--- config.mk ---
export PLATFORM = sky130hd
export DESIGN_NAME = raw_block_decompressor
export DESIGN_NICKNAME = d
export VERILOG_FILES = /design/src/design/rbd_pkg.sv /design/src/design/raw_block_decompressor.sv /design/src/design/rbd_word_lane.sv /design/src/design/rbd_pixel_lane.sv
export SDC_FILE = /design/constraint.sdc
export NUM_CORES = 2
export LEC_CHECK = 0
export BUFFER_PORTS_ARGS = -buffer_cell sky130_fd_sc_hd__buf_2
export CORE_ASPECT_RATIO = 1.2
export CORE_UTILIZATION = 25
export DETAILED_ROUTE_END_ITERATION = 6
export GPL_TIMING_DRIVEN = 0
export PLACE_DENSITY = 0.43
export SLEW_MARGIN = 10
export SYNTH_ARGS = -nofsm -noshare
export SYNTH_HDL_FRONTEND = slang
export SYNTH_SLANG_ARGS = --single-unit
--- constraint.sdc ---
create_clock -name clock -period 20.3 [get_ports clock]
set_clock_uncertainty 0.1 [all_clocks]
set_input_delay 4.06 -clock clock [delete_from_list [all_inputs] [get_ports clock]]
set_output_delay 4.06 -clock clock [all_outputs]
set_load 0.03 [all_outputs]
--- src/design/rbd_pkg.sv ---
// Shared types, register codes and arithmetic helpers for the raw block decompressor.
// No dependencies; every other design file imports this package.
package rbd_pkg;

   localparam int NUM_LANES    = 2;
   localparam int NUM_SLOTS    = 4;
   localparam int NUM_PIXELS   = NUM_LANES * NUM_SLOTS;
   localparam int Q_W          = 10;
   localparam int PIX_W        = 16;
   localparam int CSR_INDEX_W  = 4;
   localparam int CSR_DATA_W   = 16;

   localparam logic [CSR_INDEX_W-1:0] CSR_COMPRESS_MODE = 4'd0;
   localparam logic [CSR_INDEX_W-1:0] CSR_BLACK_OFFSET  = 4'd1;

   localparam logic [1:0]       COMPRESS_MODE_RESET = 2'd1;
   localparam logic [PIX_W-1:0] BLACK_OFFSET_RESET  = 16'd2048;

   // compress_mode decoding
   localparam int         CMODE_EXP_BIT  = 1;
   localparam logic [1:0] CMODE_EXP_FINE = 2'd3;

   // per-word quantisation modes
   localparam logic [1:0] QMODE_FINE   = 2'd0;
   localparam logic [1:0] QMODE_MID    = 2'd1;
   localparam logic [1:0] QMODE_COARSE = 2'd2;
   localparam logic [1:0] QMODE_PACKED = 2'd3;

   // floor(n / 11) == (n * 187) >> 11 for all 7-bit n
   localparam logic [14:0] DIV11_MULT = 15'd187;

   typedef struct packed {
      logic [31:0] word_even;
      logic [31:0] word_odd;
   } req_word_type;

   typedef struct packed {
      logic [PIX_W-1:0] pixel_0;
      logic [PIX_W-1:0] pixel_1;
      logic [PIX_W-1:0] pixel_2;
      logic [PIX_W-1:0] pixel_3;
      logic [PIX_W-1:0] pixel_4;
      logic [PIX_W-1:0] pixel_5;
      logic [PIX_W-1:0] pixel_6;
      logic [PIX_W-1:0] pixel_7;
   } rsp_word_type;

   typedef struct packed {
      logic [1:0]                      qmode;
      logic [NUM_SLOTS-1:0][Q_W-1:0]   q;
   } lane_q_type;

   typedef struct packed {
      logic s1_en;
      logic s2_en;
      logic s3_en;
   } pipe_ctrl_type;

   function automatic logic [3:0] div11(input logic [6:0] n);
      logic [14:0] prod;
      prod = 15'(n) * DIV11_MULT;
      return prod[14:11];
   endfunction

   function automatic logic [PIX_W-1:0] dequant(input logic [Q_W-1:0] q,
                                               input logic [1:0] qmode);
      logic [19:0] v;
      case (qmode)
         QMODE_FINE: begin
            v = (q < 10'd320) ? {6'd0, q, 4'd0} : {5'd0, 10'(q - 10'd160), 5'd0};
         end
         QMODE_MID: begin
            v = {4'd0, q, 6'd0};
         end
         QMODE_COARSE: begin
            v = {3'd0, q, 7'd0};
         end
         default: begin
            v = (q < 10'd94) ? {2'd0, q, 8'd0} : {1'd0, 10'(q - 10'd47), 9'd0};
         end
      endcase
      return (v > 20'd65535) ? 16'hFFFF : v[15:0];
   endfunction

   function automatic logic [PIX_W-1:0] expand(input logic [PIX_W-1:0] a,
                                              input logic [1:0] cmode,
                                              input logic [PIX_W-1:0] off);
      logic [PIX_W-1:0] e;
      logic [PIX_W:0]   s;
      e = a;
      if (cmode[CMODE_EXP_BIT]) begin
         if (cmode == CMODE_EXP_FINE && a < 16'h4000) begin
            e = a >> 2;
         end else if (a < 16'h1000) begin
            e = a >> 4;
         end else if (a < 16'h1800) begin
            e = 16'(a - 16'h0800) >> 3;
         end else if (a < 16'h3000) begin
            e = 16'(a - 16'h1000) >> 2;
         end else if (a < 16'h6000) begin
            e = 16'(a - 16'h2000) >> 1;
         end else if (a < 16'hC000) begin
            e = 16'(a - 16'h4000);
         end else begin
            e = 16'(a - 16'h8000) << 1;
         end
      end
      s = {1'b0, e} + {1'b0, off};
      return s[PIX_W] ? 16'hFFFF : s[PIX_W-1:0];
   endfunction

endpackage

--- src/design/raw_block_decompressor.sv ---
// Top level: two word lanes, eight pixel lanes, merge into the response word, CSRs.
// Depends on rbd_pkg, rbd_word_lane and rbd_pixel_lane.
//
//  port group | dir | handshake          | payload
//  req_       | in  | req_valid/req_stall| req_word  (word_even, word_odd)
//  rsp_       | out | rsp_valid/rsp_stall| rsp_word  (pixel_0 .. pixel_7)
//  csr_       | in  | csr_valid/csr_ready| csr_index, csr_wdata
//
// One word per cycle sustained while rsp_stall is low; stages: code split, dequant, expand+offset.
// Each stage holds one word; a stage loads whenever it is empty or the next one moves.
// rsp_stall reaches req_stall combinationally through the stage chain.
// Synchronous reset empties the pipe and restores compress_mode=1, black_offset=2048.
// csr_ready is always high; registers should only be written while the pipe is empty.
module raw_block_decompressor import rbd_pkg::*; (
   input  logic                   clock,
   input  logic                   reset,
   input  logic                   req_valid,
   output logic                   req_stall,
   input  req_word_type           req_word,
   output logic                   rsp_valid,
   input  logic                   rsp_stall,
   output rsp_word_type           rsp_word,
   input  logic                   csr_valid,
   output logic                   csr_ready,
   input  logic [CSR_INDEX_W-1:0] csr_index,
   input  logic [CSR_DATA_W-1:0]  csr_wdata
);

   logic             s1_valid_ff, s1_valid_in;
   logic             s2_valid_ff, s2_valid_in;
   logic             rsp_valid_ff, rsp_valid_in;
   logic [1:0]       mode_ff, mode_in;
   logic [PIX_W-1:0] offset_ff, offset_in;
   logic             s1_adv, s2_adv, s3_adv;
   pipe_ctrl_type    ctrl;

   logic [NUM_LANES-1:0][31:0]     lane_word;
   lane_q_type [NUM_LANES-1:0]     lane_q;
   logic [NUM_PIXELS-1:0][PIX_W-1:0] pix;

   assign s3_adv = !rsp_valid_ff || !rsp_stall;
   assign s2_adv = !s2_valid_ff || s3_adv;
   assign s1_adv = !s1_valid_ff || s2_adv;

   assign ctrl.s1_en = req_valid && s1_adv;
   assign ctrl.s2_en = s1_valid_ff && s2_adv;
   assign ctrl.s3_en = s2_valid_ff && s3_adv;

   assign s1_valid_in  = s1_adv ? req_valid : s1_valid_ff;
   assign s2_valid_in  = s2_adv ? s1_valid_ff : s2_valid_ff;
   assign rsp_valid_in = s3_adv ? s2_valid_ff : rsp_valid_ff;

   assign req_stall = !s1_adv;
   assign rsp_valid = rsp_valid_ff;
   assign csr_ready = 1'b1;

   always_comb begin
      mode_in   = mode_ff;
      offset_in = offset_ff;
      if (csr_valid && csr_ready) begin
         case (csr_index)
            CSR_COMPRESS_MODE: mode_in   = csr_wdata[1:0];
            CSR_BLACK_OFFSET:  offset_in = csr_wdata;
            default: ;
         endcase
      end
   end

   always_ff @(posedge clock) begin
      if (reset) begin
         s1_valid_ff  <= 1'b0;
         s2_valid_ff  <= 1'b0;
         rsp_valid_ff <= 1'b0;
         mode_ff      <= COMPRESS_MODE_RESET;
         offset_ff    <= BLACK_OFFSET_RESET;
      end else begin
         s1_valid_ff  <= s1_valid_in;
         s2_valid_ff  <= s2_valid_in;
         rsp_valid_ff <= rsp_valid_in;
         mode_ff      <= mode_in;
         offset_ff    <= offset_in;
      end
   end

   assign lane_word[0] = req_word.word_even;
   assign lane_word[1] = req_word.word_odd;

   for (genvar l = 0; l < NUM_LANES; l++) begin : g_word
      rbd_word_lane u_word (
         .clock  (clock),
         .ctrl   (ctrl),
         .word   (lane_word[l]),
         .lane_q (lane_q[l])
      );
   end

   // pixel p comes from lane p%2, slot p/2
   for (genvar p = 0; p < NUM_PIXELS; p++) begin : g_pix
      rbd_pixel_lane u_pix (
         .clock         (clock),
         .ctrl          (ctrl),
         .q             (lane_q[p % NUM_LANES].q[p / NUM_LANES]),
         .qmode         (lane_q[p % NUM_LANES].qmode),
         .compress_mode (mode_ff),
         .black_offset  (offset_ff),
         .pixel         (pix[p])
      );
   end

   assign rsp_word.pixel_0 = pix[0];
   assign rsp_word.pixel_1 = pix[1];
   assign rsp_word.pixel_2 = pix[2];
   assign rsp_word.pixel_3 = pix[3];
   assign rsp_word.pixel_4 = pix[4];
   assign rsp_word.pixel_5 = pix[5];
   assign rsp_word.pixel_6 = pix[6];
   assign rsp_word.pixel_7 = pix[7];

   a_accept_fills_s1: assert property (@(posedge clock) disable iff (reset)
      req_valid && !req_stall |=> s1_valid_ff)
      else $error("accepted word did not reach stage 1");

   a_s2_held: assert property (@(posedge clock) disable iff (reset)
      s2_valid_ff && !ctrl.s3_en |=> s2_valid_ff)
      else $error("stage 2 word dropped while output blocked");

   a_no_bubble_stall: assert property (@(posedge clock) disable iff (reset)
      !rsp_stall |-> !req_stall)
      else $error("input stalled while output is free");

   a_csr_mode: assert property (@(posedge clock) disable iff (reset)
      csr_valid && csr_ready && csr_index == CSR_COMPRESS_MODE
      |=> mode_ff == $past(csr_wdata[1:0]))
      else $error("compress_mode write lost");

endmodule

--- src/design/rbd_word_lane.sv ---
// One word lane: splits a 32-bit word into its mode and four quantised codes, registered.
// Depends on rbd_pkg.
module rbd_word_lane import rbd_pkg::*; (
   input  logic          clock,
   input  pipe_ctrl_type ctrl,
   input  logic [31:0]   word,
   output lane_q_type    lane_q
);

   lane_q_type  q_ff;
   lane_q_type  q_in;

   logic [8:0]  base;
   logic [6:0]  delta;
   logic [6:0]  r0;
   logic [6:0]  r1;
   logic [9:0]  q1;
   logic [9:0]  q2;
   logic [9:0]  p1;
   logic [9:0]  p2;
   logic [14:0] k0;
   logic [14:0] k1;
   logic [3:0]  quo0;
   logic [3:0]  quo1;
   logic [1:0]  qmode;

   always_comb begin
      qmode = word[1:0];
      base  = word[10:2];
      delta = word[17:11];
      r0    = word[24:18];
      r1    = word[31:25];
      k0    = word[16:2];
      k1    = word[31:17];
      quo0  = div11(k0[14:8]);
      quo1  = div11(k1[14:8]);

      if (qmode == QMODE_COARSE && base >= 9'd384) begin
         q1 = {1'b0, base};
         q2 = 10'(delta) + 10'd384;
      end else if (delta >= 7'd64) begin
         q1 = {1'b0, base};
         q2 = 10'(base) + 10'(delta) - 10'd64;
      end else begin
         q1 = 10'(base) + 10'd64 - 10'(delta);
         q2 = {1'b0, base};
      end
      p1 = (q1 > 10'd64) ? 10'(q1 - 10'd64) : 10'd0;
      p2 = (q2 > 10'd64) ? 10'(q2 - 10'd64) : 10'd0;
      if (qmode == QMODE_COARSE) begin
         if (p1 > 10'd384) p1 = 10'd384;
         if (p2 > 10'd384) p2 = 10'd384;
      end

      q_in.qmode = qmode;
      if (qmode == QMODE_PACKED) begin
         q_in.q[0] = 10'(k0[3:0]) + {2'd0, quo0, 4'd0};
         q_in.q[1] = 10'(11'(k0[14:4]) - 11'(quo0) * 11'd176);
         q_in.q[2] = 10'(k1[3:0]) + {2'd0, quo1, 4'd0};
         q_in.q[3] = 10'(11'(k1[14:4]) - 11'(quo1) * 11'd176);
      end else begin
         q_in.q[0] = p1 + 10'(r0);
         q_in.q[1] = q1;
         q_in.q[2] = q2;
         q_in.q[3] = p2 + 10'(r1);
      end
   end

   always_ff @(posedge clock) begin
      if (ctrl.s1_en) begin
         q_ff <= q_in;
      end
   end

   assign lane_q = q_ff;

endmodule

--- src/design/rbd_pixel_lane.sv ---
// One pixel lane: dequantises a code, then applies expansion and black offset.
// Two register stages; depends on rbd_pkg.
module rbd_pixel_lane import rbd_pkg::*; (
   input  logic             clock,
   input  pipe_ctrl_type    ctrl,
   input  logic [Q_W-1:0]   q,
   input  logic [1:0]       qmode,
   input  logic [1:0]       compress_mode,
   input  logic [PIX_W-1:0] black_offset,
   output logic [PIX_W-1:0] pixel
);

   logic [PIX_W-1:0] deq_ff;
   logic [PIX_W-1:0] deq_in;
   logic [PIX_W-1:0] pix_ff;
   logic [PIX_W-1:0] pix_in;

   assign deq_in = dequant(q, qmode);
   assign pix_in = expand(deq_ff, compress_mode, black_offset);

   always_ff @(posedge clock) begin
      if (ctrl.s2_en) begin
         deq_ff <= deq_in;
      end
      if (ctrl.s3_en) begin
         pix_ff <= pix_in;
      end
   end

   assign pixel = pix_ff;

endmodule
==> impl_metrics.yaml <==
sta:
  setup_violations: 0
  finalCriticalPeriod_ns: 10.41
  hold_viol_final: 0
  slew_viol_final: 0
  fin_crit_sh: 0.513
  max_slew.worst_pin.slew_ns: 1.22
  rsz0062_at_grt: "no"
  slew_headroom: 0.187
  fmax_mhz: 96.1
  hold_slack_ns: 0.400
status:
  status: "finished clean"
global_route:
  grt_max_degree: 33
  antenna_found_initial: 11
  grt_pass1_wl_um: 221000
  grt_pass1_vias: 36300
  gr-total-overflow: 0
  gr-usage-all-layers: 0.170
cts:
  cts_tree: "done"
  numClockSinks: 337
  cts_buffer_depth: 3
  h-tree-depth: 2
  post_cts_resize_count: 0
  cts-buffers-inserted: 36
  clk_latency_ns: 0.60
  hold_buffers: 0
  cts_root_buffer: "clkbuf_16"
  path_clk_slew_ns: 0.06
  cts_setup_buffers: 0
logic_synthesis:
  synth_cells: 5037
  ys_seq_elements: 337
  synth.distinct_cells: 98
  avgSynthCellArea_um2: 8.13
  yosysSeqAreaShare: 0.242
  ys.flop_type: "edfxtp_1"
  async_reset_ff_frac: 0
  synth_nets: 5715
  yosys_warnings: 0
  netlist_area_um2: 41000
  synth-edff-count: 316
setup_path:
  cp_max_fo: 12
  crit_top_cell: "ha_1"
  path_delay_family: "adder cells"
  slowest_stage: "a2111oi_0"
  arrival_ns: 10.62
  endpoint_kind: "flip-flop"
  crit_type: "input pin to flip-flop"
  cp.required_ns: 20.51
  crit_buf_inv: 4
  slowest_delay_ns: 0.65
  start_kind: "input pin"
drt:
  top_layer: "met5"
  vias: 37800
  wirelength_um: 145000
  wl_per_cell_um: 19.5
  met2_length_um: 69700
  wl_met1_um: 65300
  met3WireLength_um: 5820
  vias_per_cell: 5.06
  drcViolationCount: 0
  ant_nets: 0
  drt_iter0_markers: 2839
  firstDrtPassIters: 6
power:
  ir_drop_v: 0.000103
  power.total_mw: 4.51
  p_per_area_nw_per_um2: 97.8
  p_leak_nw: 19.1
placement:
  dpl.hpwl_um: 115000
  port_buffers: 218
  gp_congestion: 0.895
die:
  fp.dieW_um: 372
  core_region_area_um2: 163000
  fp.dieArea_um2: 165000
  die-height_um: 445
  floorplan.initialDensity: 0.252
  ios: 220
  num_rows: 162
cells_and_area:
  drive_gt1_frac: 0.0731
  area_delta_synth_final_pct: 12.6
  layout_common_cells: "513 x nand2_1, 502 x ha_1, 459 x nor2_1, 409 x a21oi_1, 355 x o21ai_0"
  final_common_cell: "nand2_1"
  final_net_count: 5983
min_path:
  hold_path.class: "flip-flop to flip-flop"
job:
  maxCapViolations: 0
[per-layer routing]
layer / track usage / vias up
li1: - / 18800
met1: 0.222 / 17800
met2: 0.292 / 958
met3: 0.0147 / 196
met4: 0.0531 / 12
met5: 0 / -
[tightest hold or removal path: stages (launching register included)]
cell     delay (ns)
dfxtp_1        0.35
a21oi_1        0.05
nor2_1         0.07
[power breakdown]
group	switching (mW)	leakage (nW)	internal (mW)
Combinational	1.69	15.5	1.20
Clock	0.301	0.534	0.352
Sequential	0.0635	3.11	0.906
[kinds of logic (layout without fill, tap and decap cells)]
family | after synthesis | in the layout | share of synthesized area
compound gates | 1547 | 1547 | 0.240
simple gates | 1444 | 1444 | 0.158
buf+inv | 694 | 989 | 0.0651
fa+ha+maj | 589 | 589 | 0.196
flops | 337 | 337 | 0.242
xor+xnor | 249 | 249 | 0.0536
mux | 176 | 176 | 0.0455
other cells | 1 | 4 | 0.0000915
[sequential cells by signal, summed over array words and instances, names as in the netlist]
| signal | cells |
|---|---|
| s1_valid_ff | 1 |
| g_pix.u_pix.deq_ff | 104 |
| mode_ff | 2 |
| s2_valid_ff | 1 |
| rsp_valid | 1 |
| offset_ff | 16 |
| g_pix.u_pix.pixel | 128 |
| g_word.u_word.lane_q | 84 |
[path summary, 6_finish.rpt]
check | to | slack (ns) | depth (start not counted) | start
setup / recovery | g_word[0].u_word.lane_q[19] | 9.89 | 25 | req_word[43]
hold / removal | rsp_valid | 0.40 | 2 | s2_valid_ff
setup reg to reg | g_pix[0].u_pix.pixel[9] | 12.46 | 16 | mode_ff[1]
hold reg to reg | rsp_valid | 0.40 | 2 | s2_valid_ff
[synthesized netlist by cell type, drive strengths merged (93+ instances only)]
| master | count | area (um^2) |
|---|---|---|
| nand2 | 514 | 1930 |
| ha | 502 | 6280 |
| nor2 | 459 | 1720 |
| a21oi | 409 | 2050 |
| o21ai | 359 | 1800 |
| inv | 349 | 1310 |
| edfxtp | 316 | 9490 |
| clkbuf | 315 | 1190 |
| xnor2 | 159 | 1390 |
| a211oi | 144 | 1080 |
| mux2i | 134 | 1340 |
| nor3 | 109 | 546 |
| o211ai | 96 | 721 |
| nand3 | 93 | 465 |
[cell type report]
type	instances	area (um^2)
clock buffer	46	960
clock inverter	19	154
inverter	351	1320
antenna	3	7.51
sequential	337	9910
timing repair buffer	230	1360
fill	17700	116000
buffer	343	1350
tap	2132	2670
multi-input combinational	4006	28400
[metrics by stage]
step	utilization	setup TNS (ns)	setup slack (ns)	std cells	cell area (um^2)
5_1_grt	0.284	0	9.39	7465	46100
2_1_floorplan	-	0	6.08	5037	41000
6_report	0.284	0	9.89	7467	46100
4_1_cts	0.284	0	9.86	7464	46100
3_3_place_gp	0.275	-18.22	-0.171	7387	44700
3_5_place_dp	0.277	0	9.24	7399	45000
(Power assumes the default switching activity.)
